## src/rtl/core/msc_pkg.sv

```systemverilog
`timescale 1ns / 1ps
`default_nettype none
// ----------------------------------------------------------------------------
// msc_pkg
// Types, register indexes and reset values for the magnetometer sample
// correction pipeline.
// ----------------------------------------------------------------------------
package msc_pkg;

    localparam int COUNT_W  = 20;
    localparam int GAIN_W   = 16;
    localparam int NORM_W   = 16;
    localparam int FIELD_W  = 24;
    localparam int FRAC_W   = 14;
    localparam int CFG_IDX_W  = 3;
    localparam int CFG_DATA_W = 20;

    localparam int READY_BIT     = 6;
    localparam int SELF_TEST_BIT = 5;

    typedef enum logic [CFG_IDX_W-1:0] {
        REG_OFFSET_X = 3'd0,
        REG_OFFSET_Y = 3'd1,
        REG_OFFSET_Z = 3'd2,
        REG_GAIN_X   = 3'd3,
        REG_GAIN_Y   = 3'd4,
        REG_GAIN_Z   = 3'd5,
        REG_NORM_MIN = 3'd6,
        REG_NORM_MAX = 3'd7
    } cfg_index_t;

    localparam logic signed [COUNT_W-1:0] OFFSET_X_RESET = -20'sd4169;
    localparam logic signed [COUNT_W-1:0] OFFSET_Y_RESET = 20'sd1447;
    localparam logic signed [COUNT_W-1:0] OFFSET_Z_RESET = -20'sd5135;
    localparam logic [GAIN_W-1:0] GAIN_X_RESET   = 16'd16384;
    localparam logic [GAIN_W-1:0] GAIN_Y_RESET   = 16'd17515;
    localparam logic [GAIN_W-1:0] GAIN_Z_RESET   = 16'd15385;
    localparam logic [NORM_W-1:0] NORM_MIN_RESET = 16'd3200;
    localparam logic [NORM_W-1:0] NORM_MAX_RESET = 16'd12800;

    typedef struct packed {
        logic [7:0] status_byte;
        logic [7:0] x_high;
        logic [7:0] x_mid;
        logic [7:0] y_high;
        logic [7:0] y_mid;
        logic [7:0] z_high;
        logic [7:0] z_mid;
        logic [7:0] x_extra;
        logic [7:0] y_extra;
        logic [7:0] z_extra;
    } in_item_t;

    typedef struct packed {
        logic                        sample_ok;
        logic                        self_test_flag;
        logic signed [COUNT_W-1:0]   raw_x;
        logic signed [COUNT_W-1:0]   raw_y;
        logic signed [COUNT_W-1:0]   raw_z;
        logic signed [FIELD_W-1:0]   field_x;
        logic signed [FIELD_W-1:0]   field_y;
        logic signed [FIELD_W-1:0]   field_z;
        logic                        healthy;
    } out_item_t;

    // Clamp a value one bit wider than a field into the field range.
    function automatic logic signed [FIELD_W-1:0] sat_field(
        input logic signed [FIELD_W:0] v
    );
        logic signed [FIELD_W-1:0] r;
        if (v[FIELD_W] != v[FIELD_W-1])
            r = v[FIELD_W] ? {1'b1, {(FIELD_W-1){1'b0}}} : {1'b0, {(FIELD_W-1){1'b1}}};
        else
            r = v[FIELD_W-1:0];
        return r;
    endfunction

endpackage
`default_nettype wire

```

## src/rtl/core/msc_axis.sv

```systemverilog
`timescale 1ns / 1ps
`default_nettype none
// ----------------------------------------------------------------------------
// msc_axis
// One axis datapath: rebuild the signed count, subtract the hard-iron offset,
// scale by the soft-iron gain, shift, optionally negate and saturate.
// Three register stages; the field and raw count come out aligned.
// ----------------------------------------------------------------------------
module msc_axis
(
    input  wire logic                                 clk,
    input  wire logic [7:0]                           count_high,
    input  wire logic [7:0]                           count_mid,
    input  wire logic [7:0]                           count_extra,
    input  wire logic signed [msc_pkg::COUNT_W-1:0]   offset,
    input  wire logic [msc_pkg::GAIN_W-1:0]           gain,
    input  wire logic                                 negate,
    output logic signed [msc_pkg::COUNT_W-1:0]        raw,
    output logic signed [msc_pkg::FIELD_W-1:0]        field
);
    import msc_pkg::*;

    localparam int DIFF_W = COUNT_W + 1;
    localparam int PROD_W = DIFF_W + GAIN_W + 1;

    logic signed [COUNT_W-1:0] raw_in;
    logic signed [DIFF_W-1:0]  diff_next;
    logic signed [COUNT_W-1:0] raw_s1_reg, raw_s2_reg, raw_s3_reg;
    logic signed [DIFF_W-1:0]  diff_s1_reg;
    logic signed [PROD_W-1:0]  prod_s2_reg;
    logic signed [PROD_W-1:0]  prod_next;
    logic signed [FIELD_W-1:0] quot;
    logic signed [FIELD_W:0]   neg_quot;
    logic signed [FIELD_W-1:0] field_next;
    logic signed [FIELD_W-1:0] field_s3_reg;

    // Offset binary to two's complement: flip the top bit.
    assign raw_in    = {~count_high[7], count_high[6:0], count_mid, count_extra[7:4]};
    assign diff_next = {raw_in[COUNT_W-1], raw_in} - {offset[COUNT_W-1], offset};
    assign prod_next = {{(PROD_W-DIFF_W){diff_s1_reg[DIFF_W-1]}}, diff_s1_reg}
                     * $signed({{(PROD_W-GAIN_W){1'b0}}, gain});

    // Arithmetic shift floors toward minus infinity.
    assign quot     = prod_s2_reg[FRAC_W+FIELD_W-1:FRAC_W];
    assign neg_quot = -{quot[FIELD_W-1], quot};
    assign field_next = negate ? sat_field(neg_quot)
                               : sat_field({quot[FIELD_W-1], quot});

    always_ff @(posedge clk)
    begin
        raw_s1_reg   <= raw_in;
        diff_s1_reg  <= diff_next;
        raw_s2_reg   <= raw_s1_reg;
        prod_s2_reg  <= prod_next;
        raw_s3_reg   <= raw_s2_reg;
        field_s3_reg <= field_next;
    end

    assign raw   = raw_s3_reg;
    assign field = field_s3_reg;

endmodule
`default_nettype wire

```

## config.mk

```make
export PLATFORM = sky130hd
export DESIGN_NAME = msc_axis
export DESIGN_NICKNAME = d
export VERILOG_FILES = /design/src/rtl/core/msc_pkg.sv /design/src/rtl/core/msc_axis.sv
export SDC_FILE = /design/constraint.sdc
export NUM_CORES = 1
export LEC_CHECK = 0
export ABC_AREA = 1
export BUFFER_PORTS_ARGS = -buffer_cell sky130_fd_sc_hd__buf_2
export CAP_MARGIN = 30
export CORE_MARGIN = 10
export CORE_UTILIZATION = 60
export DETAILED_ROUTE_END_ITERATION = 10
export GPL_TIMING_DRIVEN = 0
export PLACE_DENSITY = 0.79
export SLEW_MARGIN = 10
export SYNTH_ARGS = -nofsm -noshare
export SYNTH_HDL_FRONTEND = slang
export SYNTH_SLANG_ARGS = --single-unit
```

## constraint.sdc

```tcl
create_clock -name clk -period 7.32 [get_ports clk]
set_input_delay 1.464 -clock clk [delete_from_list [all_inputs] [get_ports clk]]
set_output_delay 1.464 -clock clk [all_outputs]
set_load 0.05 [all_outputs]
```

==> results of run 1 <==
## metal layers
layer / vias to the layer above / global-route usage, % / wire length (um)
met5: - / 0 / 0
met4: 0 / 10.8 / 1760
met3: 116 / 4.94 / 3970
met2: 613 / 43.5 / 21600
met1: 6941 / 33.0 / 18000
li1: 6656 / - / -
## through the flow
stage	setup TNS (ps)	hold WS, ps
CTS	0	326
floorplan	0	310
global placement	-1730	310
global route	0	330
detailed placement	-2180	313
finish	0	322
## logic make-up (layout without fill, tap and decap cells)
logic type,count (synthesis),after routing,share of synthesized area [%]
compound gates,126,126,3.96
simple gates,775,775,17.5
xor+xnor,53,53,2.63
flops,129,129,14.6
buf+inv,717,846,15.3
fa+ha+maj,448,448,45.9
## cell usage in the layout, fill, tap and decap left out, drive strengths merged, types with 2 or more instances in the layout
cell type and n:
inv 648, nand2 575, fa 334, dfxtp 129, ha 114, nor2 108
buf 101, clkbuf 91, a21oi 67, nand3 54, xor2 38, o21ai 36
nor3 19, xnor2 15, nand4 8, a21o 6, o21bai 5, nor4 5
o21a 4, a31oi 4, nand3b 3, clkinv 3, and3 2, clkinvlp 2
## cells in the mapped netlist, types with 2 or more instances
| master | n | area [sq um] |
|---|---|---|
| sky130_fd_sc_hd__buf_6 | 2 | 22.5 |
| sky130_fd_sc_hd__nor2_1 | 105 | 394 |
| sky130_fd_sc_hd__o21ai_0 | 33 | 165 |
| sky130_fd_sc_hd__o21a_1 | 4 | 30.0 |
| sky130_fd_sc_hd__a31oi_1 | 4 | 25.0 |
| sky130_fd_sc_hd__o21ai_2 | 3 | 26.3 |
| sky130_fd_sc_hd__xnor2_1 | 15 | 131 |
| sky130_fd_sc_hd__nor3_1 | 17 | 85.1 |
| sky130_fd_sc_hd__clkbuf_1 | 75 | 282 |
| sky130_fd_sc_hd__a21o_1 | 6 | 45.0 |
| sky130_fd_sc_hd__nor2_2 | 2 | 12.5 |
| sky130_fd_sc_hd__nand4_1 | 8 | 50.1 |
| sky130_fd_sc_hd__fa_1 | 334 | 6690 |
| sky130_fd_sc_hd__nor4_1 | 5 | 31.3 |
| sky130_fd_sc_hd__and3_1 | 2 | 12.5 |
| sky130_fd_sc_hd__ha_1 | 114 | 1430 |
| sky130_fd_sc_hd__nand2_2 | 2 | 12.5 |
| sky130_fd_sc_hd__dfxtp_1 | 129 | 2580 |
| sky130_fd_sc_hd__a21oi_1 | 66 | 330 |
| sky130_fd_sc_hd__nand3_1 | 53 | 265 |
| sky130_fd_sc_hd__o21bai_1 | 5 | 37.5 |
| sky130_fd_sc_hd__nand2_1 | 573 | 2150 |
| sky130_fd_sc_hd__nand3b_1 | 3 | 22.5 |
| sky130_fd_sc_hd__xor2_1 | 38 | 333 |
| sky130_fd_sc_hd__inv_1 | 639 | 2400 |
## final timing paths
kind                   startpoint  depth (start not counted)               to  slack [ps]
setup / recovery          gain[2]                         20  prod_s2_reg[37]         290
hold / removal      raw_s2_reg[1]                          0           raw[1]         320
setup reg to reg  diff_s1_reg[20]                         21  prod_s2_reg[37]         630
hold reg to reg     raw_s2_reg[1]                          0           raw[1]         320
## worst reg2reg max path, cell delays in order, from the launching register on
cell                       delay (ps)
sky130_fd_sc_hd__dfxtp_1          310
sky130_fd_sc_hd__clkbuf_1         260
sky130_fd_sc_hd__clkbuf_1         460
sky130_fd_sc_hd__nand2_1          250
sky130_fd_sc_hd__fa_1             850
sky130_fd_sc_hd__fa_1             460
sky130_fd_sc_hd__inv_1            380
sky130_fd_sc_hd__fa_1             560
sky130_fd_sc_hd__fa_1             510
sky130_fd_sc_hd__fa_1             480
sky130_fd_sc_hd__inv_1             50
sky130_fd_sc_hd__fa_1             470
sky130_fd_sc_hd__inv_1             40
sky130_fd_sc_hd__ha_1             340
sky130_fd_sc_hd__a21oi_1          210
sky130_fd_sc_hd__o21ai_0          160
sky130_fd_sc_hd__a21oi_1          400
sky130_fd_sc_hd__nor2_1            90
sky130_fd_sc_hd__nor2_1           150
sky130_fd_sc_hd__nand2_1           70
sky130_fd_sc_hd__nand2_1           50
sky130_fd_sc_hd__nand2_1           40
## area by class of cell
type | count | area, sq um
Clock inverter | 14 | 148
Buffer | 75 | 298
Fill cell | 2523 | 9660
Multi-Input combinational cell | 1402 | 12400
Inverter | 640 | 2400
Clock buffer | 18 | 429
Sequential cell | 129 | 2580
Tap cell | 384 | 480
Timing Repair Buffer | 99 | 495
==> flow_metrics.tcl, run 1 <==
set metrics [dict create \
    status "finished, final reports clean" \
    chipWidth_um 192 \
    global_route_overflow 0 \
    grt_setup_unrepaired "false" \
    tightest_slew_ps 802 \
    drive_gt1_share_pct 6.18 \
    postPlaceCellArea_sq_um 18600 \
    root_buffer "sky130_fd_sc_hd__clkbuf_16" \
    clkLatencyLatePin_ps 430 \
    timing_worst_setup_path_type "input port to flip-flop" \
    totalWireLength_mm 45.4 \
    post_cts_hold_buffer_count 0 \
    first_pass_grt_wire_length_mm 75.2 \
    synth-seq-cells 129 \
    cp_num_buf_inv 5 \
    synth_cell_type_count 36 \
    most_prevalent_standard_cell_on_the_critical_path "sky130_fd_sc_hd__fa_1" \
    dpl_worst_slack_ps -350 \
    dp_cells 2731 \
    hold_violations 0 \
    finalMaxSlewViolations 0 \
    required_ps 7640 \
    cts-buffers-inserted 17 \
    synthesis.nets 2758 \
    drc_errors 0 \
    initial_core_utilization_pct 61.2 \
    final_net_count 2874 \
    drt-vias-per-instance 5.19 \
    finalSetupViolCount 0 \
    antenna_cells 0 \
    postSynth.asyncResetShare_pct 0 \
    floorplan.core_area_sq_um 28900 \
    synth_area_per_cell_sq_um 7.85 \
    tritoncts_num_sinks 129 \
    cts_repair_resize_count 0 \
    drt-initial-drc-count 1233 \
    dieHeight_um 192 \
    cts_tree "done" \
    critical_path.max_stage_delay_ps 590 \
    fin_ws_ps 287 \
    io_buffer_count 99 \
    synth_edf_count 0 \
    timing.fmax_mhz 142 \
    cap_violations 0 \
    routed-via-count 14326 \
    crit_path_cell_trace "buf_2 > clkbuf_1 > nand2_1 > fa_1 > fa_1 > fa_1 > inv_1 > fa_1 > fa_1 > inv_1 > fa_1 > inv_1 > ha_1 > nand2_1 > o21ai_0 > a21oi_1 > nand3_1 > nand2_1 > nand3_1 > nand2_1" \
    routedWlPerCell_um 16.4 \
    syn_to_final_growth_pct 8.76 \
    clock_path_buffers 2 \
    number_of_global_route_vias_before_repair 15095 \
    worst_clock_skew_ps 15.7 \
    final_cell_count_no_fill 2761 \
    cpMaxStageDelayCell "sky130_fd_sc_hd__fa_1" \
    pin_count_of_the_biggest_net_entering_global_routing 17 \
    critical_path.top_delay_family "adder cells" \
    post-route-min-period_ps 7030 \
    gp_congestion 0.970 \
    cp-start-kind "input port" \
    final_util_pct 66.5 \
    io_pins 106 \
    dp.final_hpwl_mm 38.3 \
    critPathArrivalTime_ps 7360 \
    netlist_area_sq_um 17700 \
    synth_warnings 0 \
    slew_headroom_pct 46.5 \
    die-area_sq_um 36700 \
    synth_sequential_area_ratio_pct 14.6 \
    synth-main-ff-cell "sky130_fd_sc_hd__dfxtp_1" \
    path_max_fanout 12 \
    cts.htree.levels 4 \
    row_count 62 \
    postSynthCellCount 2248 \
    clk_pin_slew_worst_paths_ps 70 \
    cts_setup_buffers 0 \
    antenna_found_initial 0 \
    first_pass_iters 5 \
    min-delay-path-class "flip-flop to flip-flop" \
    drt.antenna.violating_nets 0 \
    postLayoutCellArea_sq_um 19200 \
    track_usage_pct 26.2 \
    crit_path_end_kind "flip-flop" \
    fin_crit_sh_pct 96.1 \
]
Power of run 1 is not shown: default switching activity piles up to over one toggle a cycle in this logic, so the estimate is an artifact.
==> run 2: changes to the inputs <==
PLACE_DENSITY = default   (was 0.79)
PLACE_DENSITY_LB_ADDON = 0.15   (was default)
RECOVER_POWER = 25   (was default)
==> run 2 against run 1 <==
Net effect:
- die area unchanged
- sequential cell count unchanged
- maximum frequency decreased by 1.2%
- clock skew decreased by 2.9 ps
- worst setup slack got worse by 89 ps
==> flow_metrics.tcl, run 2 (synthesis results as in run 1) <==
set metrics [dict create \
    cpMaxStageDelayCell "sky130_fd_sc_hd__clkbuf_1" \
    io_buffer_count 99 \
    routedWlPerCell_um 16.7 \
    crit-reg2reg-capture "prod_s2_reg[37]" \
    root_buffer "sky130_fd_sc_hd__clkbuf_16" \
    cap_violations 0 \
    cp-start-kind "input port" \
    post-route-min-period_ps 7120 \
    cts.htree.levels 4 \
    crit_start "gain[5]" \
    final_util_pct 66.7 \
    fin_crit_sh_pct 97.3 \
    worst_clock_skew_ps 12.8 \
    layout_commonest_cell "sky130_fd_sc_hd__inv_1" \
    grt_setup_unrepaired "false" \
    number_of_global_route_vias_before_repair 15236 \
    track_usage_pct 26.8 \
    cts-buffers-inserted 17 \
    dieHeight_um 192 \
    min-delay-path-class "flip-flop to flip-flop" \
    cts_tree "done" \
    most_prevalent_standard_cell_on_the_critical_path "sky130_fd_sc_hd__fa_1" \
    antenna_found_initial 0 \
    finalHoldWorstSlack_ps 317 \
    holdPathStages 0 \
    drt-vias-per-instance 5.16 \
    timing_worst_setup_path_type "input port to flip-flop" \
    syn_to_final_growth_pct 8.94 \
    cts_setup_buffers 0 \
    slew_headroom_pct 40.6 \
    cp_num_buf_inv 7 \
    first_pass_iters 5 \
    drt-initial-drc-count 1078 \
    chipWidth_um 192 \
    critical_path.top_delay_family "adder cells" \
    crit_path_end_kind "flip-flop" \
    min_from "raw_s1_reg[5]" \
    clk_pin_slew_worst_paths_ps 70 \
    path_max_fanout 10 \
    finalSetupViolCount 0 \
    timing.fmax_mhz 140 \
    clkLatencyLatePin_ps 430 \
    global_route_overflow 0 \
    initial_core_utilization_pct 61.2 \
    final_net_count 2875 \
    crit_path_cell_trace "buf_2 > clkbuf_1 > nand2_1 > inv_1 > fa_1 > inv_1 > fa_1 > fa_1 > inv_1 > fa_1 > fa_1 > inv_1 > fa_1 > inv_1 > ha_1 > a21oi_1 > o21ai_0 > a21oi_1 > nand3_1 > nand2_1 > nand2_1 > nand2_1 > nand2_1" \
    status "finished, final reports clean" \
    layout.cells.most_common_list "638 x sky130_fd_sc_hd__inv_1, 573 x sky130_fd_sc_hd__nand2_1, 333 x sky130_fd_sc_hd__fa_1, 129 x sky130_fd_sc_hd__dfxtp_1, 114 x sky130_fd_sc_hd__ha_1" \
    finalMaxSlewViolations 0 \
    drt.antenna.violating_nets 0 \
    dp.final_hpwl_mm 39.4 \
    die-area_sq_um 36700 \
    tightest_slew_ps 891 \
    totalWireLength_mm 46.1 \
    drive_gt1_share_pct 6.27 \
    critPathArrivalTime_ps 7440 \
    min_to "raw_s2_reg[5]" \
    reg2reg_from "diff_s1_reg[8]" \
    gp_congestion 0.941 \
    floorplan.core_area_sq_um 28900 \
    ff2ff_setup_slack_ps 550 \
    antenna_cells 0 \
    required_ps 7640 \
    critical_path.max_stage_delay_ps 670 \
    row_count 62 \
    worstRegToRegCells 21 \
    tritoncts_num_sinks 129 \
    pin_count_of_the_biggest_net_entering_global_routing 17 \
    hold_violations 0 \
    io_pins 106 \
    drc_errors 0 \
    first_pass_grt_wire_length_mm 76.5 \
    clock_path_buffers 2 \
    routed-via-count 14257 \
]
-- run 2: changes by cell type in the layout (fill, tap and decap cells not counted), sizes merged --
cell | previous run | this run
clkbuf | 91 | 94
clkinv | 3 | 4
bufinv | 1 | 2
inv | 648 | 646
buf | 101 | 99
-- run 2: what timing repair did --
item | CTS | global route
resized for setup | 0 | 9
hold buffers | 0 | 0
setup endpoints to repair | 0 | 10
-- run 2: area by class of cell --
type                    instances  area (sq um)
plain buffers                  76           304
multi-input cells            1402         12400
repair buffers                 99           493
well taps                     384           480
flip-flops and latches        129          2580
clock inverters                14           170
inverters                     640          2410
fillers                      2565          9620
clock buffers                  18           429
-- run 2: worst register-to-register path, cell delays in order (launching register included) --
cell                       delay [ps]
sky130_fd_sc_hd__dfxtp_1          310
sky130_fd_sc_hd__clkbuf_1         550
sky130_fd_sc_hd__clkbuf_1         570
sky130_fd_sc_hd__nand2_1          190
sky130_fd_sc_hd__fa_1             580
sky130_fd_sc_hd__inv_1             60
sky130_fd_sc_hd__fa_1             470
sky130_fd_sc_hd__fa_1             550
sky130_fd_sc_hd__fa_1             460
sky130_fd_sc_hd__fa_1             500
sky130_fd_sc_hd__inv_1             50
sky130_fd_sc_hd__fa_1             470
sky130_fd_sc_hd__inv_1             40
sky130_fd_sc_hd__ha_1             340
sky130_fd_sc_hd__a21oi_1          290
sky130_fd_sc_hd__o21ai_0          240
sky130_fd_sc_hd__a21oi_1          360
sky130_fd_sc_hd__nand3_1          300
sky130_fd_sc_hd__nand2_1          190
sky130_fd_sc_hd__nand2_1           60
sky130_fd_sc_hd__nand2_1           50
sky130_fd_sc_hd__nand2_1           40
-- run 2: through the flow --
stage	TNS [ps]	cell area, sq um	worst slack, ps	instances
2_1_floorplan	0	17700	826	2248
3_3_place_gp	-2210	18600	-332	2731
3_5_place_dp	-2630	18600	-393	2731
4_1_cts	0	19200	31.7	2763
5_1_grt	0	19200	7.45	2762
6_report	0	19200	199	2762
-- run 2: worst max-delay path by stage --
| stage | end | cells after the start |
|---|---|---|
| 2_1_floorplan | prod_s2_reg[31] | 21 |
| 3_3_place_gp | prod_s2_reg[37] | 21 |
| 3_5_place_dp | prod_s2_reg[37] | 21 |
| 4_1_cts | prod_s2_reg[37] | 21 |
| 5_1_grt | prod_s2_reg[37] | 23 |
| 6_report | prod_s2_reg[37] | 23 |
-- run 2: metal layers --
metal / track usage [%] / vias to the layer above / wire length (um)
met2: 44.9 / 524 / 22000
met1: 34.2 / 6955 / 18800
met3: 4.57 / 99 / 3800
met4: 9.71 / 0 / 1520
li1: - / 6679 / -
met5: 0 / - / 0
Power of run 2 is left out for the same reason.
